## src/design/sidq_pkg.sv

```systemverilog
`timescale 1ns / 1ps

package sidq_pkg;

    localparam logic [1:0] OP_INSERT = 2'd0;
    localparam logic [1:0] OP_READ   = 2'd1;
    localparam logic [1:0] OP_CLEAR  = 2'd2;

    localparam logic [1:0] STAT_OK    = 2'd0;
    localparam logic [1:0] STAT_FULL  = 2'd1;
    localparam logic [1:0] STAT_RANGE = 2'd2;

    localparam int CMD_W    = 52;
    localparam int RESULT_W = 62;

    typedef struct packed {
        logic [7:0]         layer;
        logic signed [15:0] zindex;
        logic [15:0]        handle;
    } t_entry;

    typedef struct packed {
        logic [9:0]         index;
        logic [15:0]        handle;
        logic signed [15:0] zindex;
        logic [7:0]         layer;
        logic [1:0]         opcode;
    } t_cmd;

    typedef struct packed {
        logic [9:0]         count;
        logic [15:0]        out_handle;
        logic signed [15:0] out_zindex;
        logic [7:0]         out_layer;
        logic [9:0]         slot;
        logic [1:0]         status;
    } t_result;

    // True when the stored entry must move after the new one.
    function automatic logic sorts_after(t_entry stored, t_entry fresh);
        logic res;
        if (stored.layer < fresh.layer) begin
            res = 1'b1;
        end else if (stored.layer > fresh.layer) begin
            res = 1'b0;
        end else begin
            res = ($signed(fresh.zindex) < $signed(stored.zindex));
        end
        return res;
    endfunction

endpackage

```

## src/design/sidq_ctrl.sv

```systemverilog
`timescale 1ns / 1ps

module sidq_ctrl #(
    parameter int DEPTH = 1024,
    parameter int AW    = 10
) (
    input  logic              i_clk,
    input  logic              i_rst_n,
    input  logic              i_valid,
    output logic              o_ready,
    input  sidq_pkg::t_cmd    i_cmd,
    output logic              o_valid,
    input  logic              i_ready,
    output sidq_pkg::t_result o_result,
    output logic              o_mem_we,
    output logic [AW-1:0]     o_mem_waddr,
    output sidq_pkg::t_entry  o_mem_wdata,
    output logic [AW-1:0]     o_mem_raddr,
    input  sidq_pkg::t_entry  i_mem_rdata
);
    import sidq_pkg::*;

    localparam int CW = (AW > 10) ? AW : 10;

    localparam logic [1:0] S_IDLE  = 2'd0;
    localparam logic [1:0] S_SCAN  = 2'd1;
    localparam logic [1:0] S_PLACE = 2'd2;
    localparam logic [1:0] S_RDATA = 2'd3;

    localparam logic [AW-1:0] FULL_AT = AW'(DEPTH - 1);

    logic [1:0]    r_state, n_state;
    logic [AW-1:0] r_count, n_count;
    logic [AW-1:0] r_q, n_q;
    t_entry        r_new, n_new;
    logic          r_out_valid, n_out_valid;
    t_result       r_out, n_out;

    logic          w_accept;
    logic [CW-1:0] w_idx_ext;
    logic [CW-1:0] w_cnt_ext;
    logic [CW-1:0] w_cnt_inc_ext;
    logic [CW-1:0] w_q_ext;
    t_entry        w_cmd_entry;

    assign o_ready  = (r_state == S_IDLE) && (!r_out_valid || i_ready);
    assign w_accept = i_valid && o_ready;

    assign w_idx_ext     = CW'(i_cmd.index);
    assign w_cnt_ext     = CW'(r_count);
    assign w_cnt_inc_ext = CW'(r_count + AW'(1));
    assign w_q_ext       = CW'(r_q);

    assign w_cmd_entry.layer  = i_cmd.layer;
    assign w_cmd_entry.zindex = i_cmd.zindex;
    assign w_cmd_entry.handle = i_cmd.handle;

    // The scan reads slot q-2 while it writes slot q, so a read never sees a
    // slot that is being rewritten in the same cycle.
    always_comb begin
        n_state     = r_state;
        n_count     = r_count;
        n_q         = r_q;
        n_new       = r_new;
        n_out       = r_out;
        n_out_valid = r_out_valid && !i_ready;
        o_mem_we    = 1'b0;
        o_mem_waddr = r_q;
        o_mem_wdata = r_new;
        o_mem_raddr = '0;

        unique case (r_state)
            S_IDLE: begin
                if (w_accept) begin
                    n_out       = '0;
                    n_out.count = w_cnt_ext[9:0];
                    unique case (i_cmd.opcode)
                        OP_INSERT: begin
                            if (r_count >= FULL_AT) begin
                                n_out.status = STAT_FULL;
                                n_out_valid  = 1'b1;
                            end else begin
                                n_new = w_cmd_entry;
                                if (r_count == '0) begin
                                    n_q     = '0;
                                    n_state = S_PLACE;
                                end else begin
                                    o_mem_raddr = r_count - AW'(1);
                                    n_q         = r_count;
                                    n_state     = S_SCAN;
                                end
                            end
                        end
                        OP_READ: begin
                            if (w_idx_ext >= w_cnt_ext) begin
                                n_out.status = STAT_RANGE;
                                n_out.slot   = i_cmd.index;
                                n_out_valid  = 1'b1;
                            end else begin
                                o_mem_raddr = w_idx_ext[AW-1:0];
                                n_q         = w_idx_ext[AW-1:0];
                                n_state     = S_RDATA;
                            end
                        end
                        OP_CLEAR: begin
                            n_count     = '0;
                            n_out.count = '0;
                            n_out_valid = 1'b1;
                        end
                        default: begin
                            n_out_valid = 1'b1;
                        end
                    endcase
                end
            end
            S_SCAN: begin
                o_mem_raddr = r_q - AW'(2);
                o_mem_we    = 1'b1;
                if (sorts_after(i_mem_rdata, r_new)) begin
                    // shift the entry that sorts after up one slot
                    o_mem_wdata = i_mem_rdata;
                    n_q         = r_q - AW'(1);
                    if (r_q == AW'(1)) begin
                        n_state = S_PLACE;
                    end
                end else begin
                    o_mem_wdata      = r_new;
                    n_count          = r_count + AW'(1);
                    n_out.status     = STAT_OK;
                    n_out.slot       = w_q_ext[9:0];
                    n_out.out_layer  = r_new.layer;
                    n_out.out_zindex = r_new.zindex;
                    n_out.out_handle = r_new.handle;
                    n_out.count      = w_cnt_inc_ext[9:0];
                    n_out_valid      = 1'b1;
                    n_state          = S_IDLE;
                end
            end
            S_PLACE: begin
                o_mem_we         = 1'b1;
                o_mem_wdata      = r_new;
                n_count          = r_count + AW'(1);
                n_out.status     = STAT_OK;
                n_out.slot       = w_q_ext[9:0];
                n_out.out_layer  = r_new.layer;
                n_out.out_zindex = r_new.zindex;
                n_out.out_handle = r_new.handle;
                n_out.count      = w_cnt_inc_ext[9:0];
                n_out_valid      = 1'b1;
                n_state          = S_IDLE;
            end
            S_RDATA: begin
                n_out.status     = STAT_OK;
                n_out.slot       = w_q_ext[9:0];
                n_out.out_layer  = i_mem_rdata.layer;
                n_out.out_zindex = i_mem_rdata.zindex;
                n_out.out_handle = i_mem_rdata.handle;
                n_out.count      = w_cnt_ext[9:0];
                n_out_valid      = 1'b1;
                n_state          = S_IDLE;
            end
            default: begin
                n_state = S_IDLE;
            end
        endcase
    end

    always_ff @(posedge i_clk) begin
        if (!i_rst_n) begin
            r_state     <= S_IDLE;
            r_count     <= '0;
            r_out_valid <= 1'b0;
        end else begin
            r_state     <= n_state;
            r_count     <= n_count;
            r_out_valid <= n_out_valid;
        end
    end

    always_ff @(posedge i_clk) begin
        r_q   <= n_q;
        r_new <= n_new;
        r_out <= n_out;
    end

    assign o_valid  = r_out_valid;
    assign o_result = r_out;

endmodule

```

## config.mk

```make
export PLATFORM = sky130hd
export DESIGN_NAME = sidq_ctrl
export DESIGN_NICKNAME = d
export VERILOG_FILES = /design/src/design/sidq_pkg.sv /design/src/design/sidq_ctrl.sv
export SDC_FILE = /design/constraint.sdc
export NUM_CORES = 1
export LEC_CHECK = 0
export BUFFER_PORTS_ARGS = -buffer_cell sky130_fd_sc_hd__buf_4
export CORE_ASPECT_RATIO = 1.1
export CORE_MARGIN = 3
export CORE_UTILIZATION = 45
export DETAILED_ROUTE_END_ITERATION = 10
export GPL_ROUTABILITY_DRIVEN = 0
export MAX_ROUTING_LAYER = met4
export PLACE_DENSITY_LB_ADDON = 0.1
export SLEW_MARGIN = 20
export SYNTH_ARGS = -nofsm -noshare
export SYNTH_HDL_FRONTEND = slang
export SYNTH_SLANG_ARGS = --single-unit
```

## constraint.sdc

```tcl
create_clock -name i_clk -period 6.5 [get_ports i_clk]
set_input_delay 0.325 -clock i_clk [delete_from_list [all_inputs] [get_ports i_clk]]
set_output_delay 0.325 -clock i_clk [all_outputs]
set_load 0.01 [all_outputs]
```

# Word-level counts from Yosys, hierarchy flattened
# Cells that the tools add are included.
[word_totals]
regBits = 125
in_bits = 96
out_inout_bits = 125
wordCells = 98
[classes]
addsub = 4
order_cmp = 5
n_eq_ne = 13
muxes = 44
bitwise = 1
reduce_logical = 18
[op_table]
columns = ["op", "count"]
rows = [
  ["case mux 62 bit (4 select lines)", 1],
  ["2-to-1 mux 10 bit", 13],
  ["2-to-1 mux 62 bit", 2],
  ["2-to-1 mux 40 bit", 2],
  ["case mux 10 bit (2 select lines)", 4],
  ["case mux 10 bit (3 select lines)", 1],
  ["subtractor 10 x 1 -> 10 bit, second input constant", 2],
  ["less-than comparator 16 bit", 1],
  ["2-to-1 mux 12 bit", 1],
  ["2-to-1 mux 2 bit", 6],
  ["adder 10 x 1 -> 10 bit, second input constant", 1],
  ["equality test 10 x 1 -> 1 bit, second input constant", 1],
  ["greater-or-equal comparator 10 bit", 1],
  ["greater-or-equal comparator 10 bit, second input constant", 1],
  ["logical NOT 10 bit", 1],
  ["subtractor 10 x 2 -> 10 bit, second input constant", 1],
  ["2-to-1 mux 1 bit", 9],
  ["inequality test 3 bit, second input constant", 3],
  ["> comparator 8 bit", 1],
  ["less-than comparator 8 bit", 1],
  ["case mux 2 bit (2 select lines)", 2],
  ["equality test 2 bit, second input constant", 3],
  ["inequality test 2 bit, second input constant", 3],
  ["case mux 2 bit (3 select lines)", 1],
  ["17 further kinds", 23],
]

# Depth between registers and ports, before layout
[logic_depth]
word_depth = 6
mapped_depth = 11

# Least setup slack after synthesis
# OpenSTA, ideal clock, no wires.
[synth_path]
kind = "register to register"
start = "register r_new[17] (netlist name)"
end = "register r_out, in the netlist o_result[0] (enable)"
setup_time_ns = 0.577
t_arrival_ns = 6.398
required_ns = 5.923
slack_ns = -0.474
stages_incl_launch_ff = 8
n_path_buf = 1
period_less_slack_ns = 6.974
path_cell_list = "edfxtp_1 > ha_1 > a2111o_1 > a31oi_1 > nor3_1 > o31ai_4 > buf_4 > a21boi_0"
[synth_between]
elab_chain_len = 6
[synth_rtl]
columns = ["element", "line_no", "rtl"]
rows = [
  ["from (decl)", "sidq_ctrl.sv:35", "t_entry r_new, n_new;"],
  ["from (signal assigned)", "sidq_ctrl.sv:182", "r_new <= n_new;"],
  ["less-than comparator 16 bit", "sidq_pkg.sv:47", "res = ($signed(fresh.zindex) < $signed(stored.zindex));"],
  ["2-to-1 mux 1 bit", "sidq_pkg.sv:44", "end else if (stored.layer > fresh.layer) begin"],
  ["2-to-1 mux 1 bit", "sidq_pkg.sv:42", "if (stored.layer < fresh.layer) begin"],
  ["2-to-1 mux 1 bit", "sidq_ctrl.sv:72", "unique case (r_state)"],
  ["inequality test 2 bit (no line)", "--", ""],
  ["AND reduction 2 bit (no line)", "--", ""],
  ["to (signal assigned)", "sidq_ctrl.sv:183", "r_out <= n_out;"],
  ["to (decl)", "sidq_ctrl.sv:37", "t_result r_out, n_out;"],
]
# No other way between the ends. The select of a mux whose other input is x is not followed.
# A chain may end at the register's enable or synchronous reset.

==> flow_summary_export.csv <==
group,metric,value,unit
outcome,status,"completed",
min_path,hold_path.class,"primary input to register",
logic_synthesis,synth.top_cell.area_share,46.2,%
power_and_ir_drop,p_clk_share,23.9,%
place,hpwl,15.5,mm
sta,setup-violations-final,0,
worst_setup_path,r2r_slack,3.01,ns
worst_setup_path,crit_type,"register to output pin",
run,maxCapViolations,0,
global_route,overflow,0,
die,die_h,139,um
layout,layout-drive-gt1-share,32.4,%
layout,nNetsFinal,1030,
die,die_w,127,um
worst_setup_path,cp_max_fo,71,
drt,drt-total-wl,21.7,mm
layout,design_area,9620,um^2
logic_synthesis,syn-num-nets,832,
drt,wl_per_cell,19.7,um
logic_synthesis,syn-mean-instance-area,10.5,um^2
worst_setup_path,required,6.17,ns
drt,drt_iter0_markers,595,
worst_setup_path,cp-end-kind,"output pin",
logic_synthesis,ys_top_cells_by_count,"112 x edfxtp_1, 65 x nor2_1, 54 x nand2_1",
sta,fin_crit,3.79,ns
power_and_ir_drop,pwr_density_cell,404,nW/um^2
clock_network,postCtsResizedCells,0,
power_and_ir_drop,p_switching,1.44,mW
clock_network,cts_sinks,125,
sta,tightest_slew,1.02,ns
place,place.port_buffers,220,
clock_network,cts_setup_buffers,0,
clock_network,cts_tree,"done",
power_and_ir_drop,sw_frac_of_total,37.1,%
clock_network,cts_buffers,17,
layout,area_growth,32.3,%
die,io_pins,221,
worst_setup_path,cp-start-kind,"register",
layout,utilization,60.9,%
clock_network,clk_pin_slew_worst_paths,0.06,ns
die,rows,48,
place,dp.cells,1071,
global_route,track_usage,24.8,%
sta,rsz0062_at_grt,"no",
global_route,grt_pass1_wl,33.9,mm
logic_synthesis,postSynth.asyncResetShare,0,%
clock_network,cts_root_buffer,"clkbuf_16",
logic_synthesis,netlist_instances,692,
die,die-area,17700,um^2
layout,finalNonFillerCells,1103,
clock_network,hold_buffers,0,
logic_synthesis,synth_ff_type,"edfxtp_1",
power_and_ir_drop,comb_power_share,40.9,%
power_and_ir_drop,pwr-share-seq,35.2,%
logic_synthesis,yosysTopAreaCell,"edfxtp_1",
logic_synthesis,syn_area,7270,um^2
logic_synthesis,synthTopCellsByArea,"edfxtp_1 46%, ha_1 7.6%, a22oi_1 4.1%",
logic_synthesis,ys_ff_latch,125,
clock_network,insertion_delay,0.42,ns
global_route,grt_pass1_vias,6398,
logic_synthesis,synth-edff-count,112,
sta,finalClockSkew,0.0101,ns
sta,maxSlewHeadroom,31.4,%
logic_synthesis,synth_most_common_cell,"edfxtp_1",
clock_network,clockBufferDepth,2,
drt,drc_errors,0,
logic_synthesis,ys_types,59,
power_and_ir_drop,peakVddDrop,216,uV
drt,vias,6447,
power_and_ir_drop,leakage,3.94,nW
sta,drv_slew,0,
sta,fin_tns_setup,0,ns
layout,fillCellCount,1361,
sta,timing.hold.ws,0.0768,ns
sta,post-route-period-util,58.3,%
die,initial_core_util,46.0,%
logic_synthesis,ys_seq_area_share,49.8,%
logic_synthesis,yosys_warnings,0,
place,dpl_cell_area,9050,um^2
clock_network,htreeDepth,4,
sta,hold_viol,0,
global_route,grt_max_degree,72,
sta,fmax,0.264,GHz
global_route,antenna_found_initial,0,
drt,postRouteAntennaNets,0,
worst_setup_path,cp.arrival,3.47,ns
power_and_ir_drop,p_int,2.44,mW
drt,viasPerCell,5.84,
drt,dr.pass1.iters,5,
layout,antenna_cells,0,
die,fp.coreArea,15800,um^2
-- per-layer routing --
metal / GRT usage, % / up-vias / share of wire (%)
met5: - / - / 0
met4: 8.30 / 0 / 2.8
met3: 6.87 / 47 / 7.7
met2: 41.0 / 312 / 51
met1: 29.3 / 3090 / 39
li1: - / 2998 / -
-- critical path, stage by stage, from the launching register on --
cell	delay, ns
edfxtp_1	0.42
ha_1	0.33
nand4_1	0.15
nor3_1	0.31
nand3_1	0.14
and4_1	0.25
o31ai_4	0.20
buf_4	0.66
mux2_2	0.42
buf_4	0.16
-- cell type report --
type                       instances  area (um^2)  share of cell area [%]
timing repair buffer             228         1710                    17.8
sequential                       125         3620                    37.7
inverter                          45          169                    1.76
clock buffer                      18          429                    4.46
multi-input combinational        473         3290                    34.2
tap                              200          250                    2.60
clock inverter                    14          143                    1.48
-- kinds of logic after synthesis --
family / Yosys count / synth area share [%]
adders and majority gates: 44 / 7.57
and+or+nand+nor: 201 / 12.9
muxes: 26 / 4.01
xor gates and xnor gates: 23 / 2.77
buffers and inverters: 94 / 5.25
DFF: 125 / 49.8
AOI/OAI and AO/OA: 179 / 17.7
-- registers in the layout, indices dropped and copies added, names as in the netlist --
signal,flops
r_count,10
o_result,62
o_valid,1
r_new,40
r_state,2
o_mem_waddr,10
-- stage by stage --
step	power, mW	setup slack [ns]
2_1_floorplan	2.23	1.15
3_3_place_gp	2.95	3.13
3_5_place_dp	2.97	2.96
4_1_cts	3.91	2.67
5_1_grt	4.09	2.53
6_report	3.88	2.71
-- layout by cell type (no fill, tap or decap), types with 4 or more instances in the layout --
cell type and count:
nor3_1 13, clkbuf_16 17, ha_1 42, a22o_1 9, a31oi_1 5, inv_1 44, a22oi_1 40, nand2b_1 10
and3_1 7, a221oi_1 4, o22ai_1 9, a21oi_1 22, nand2_1 54, nand3_1 18, dfxtp_1 13, a32o_1 10
nor2_1 64, edfxtp_1 112, nor4_1 4, xnor2_1 12, nand4_1 14, a311o_1 4, a211oi_1 5, buf_4 228
mux2_2 25, o32ai_1 4, o31ai_1 6, o21ai_0 34, a21o_1 5, clkinvlp_4 4, xor2_1 11
-- final timing paths --
check | cells past startpoint | from | endpoint
setup reg to reg | 8 | r_new[27] | o_result[12]
hold / removal | 1 | i_cmd[28] | r_new[2]
hold reg to reg | 2 | r_state[0] | r_state[0]
setup / recovery | 9 | r_new[27] | o_mem_wdata[39]
-- power groups by stage --
| stage | logic, mW | registers (mW) | clock network, mW |
|---|---|---|---|
| after floorplan | 0.754 | 1.48 | 0 |
| after global placement | 1.57 | 1.38 | 0 |
| after detailed placement | 1.59 | 1.38 | 0 |
| after CTS | 1.60 | 1.37 | 0.937 |
| after global routing | 1.72 | 1.40 | 0.973 |
| final | 1.59 | 1.37 | 0.926 |
Note: power is estimated with default switching activity, not from simulation.
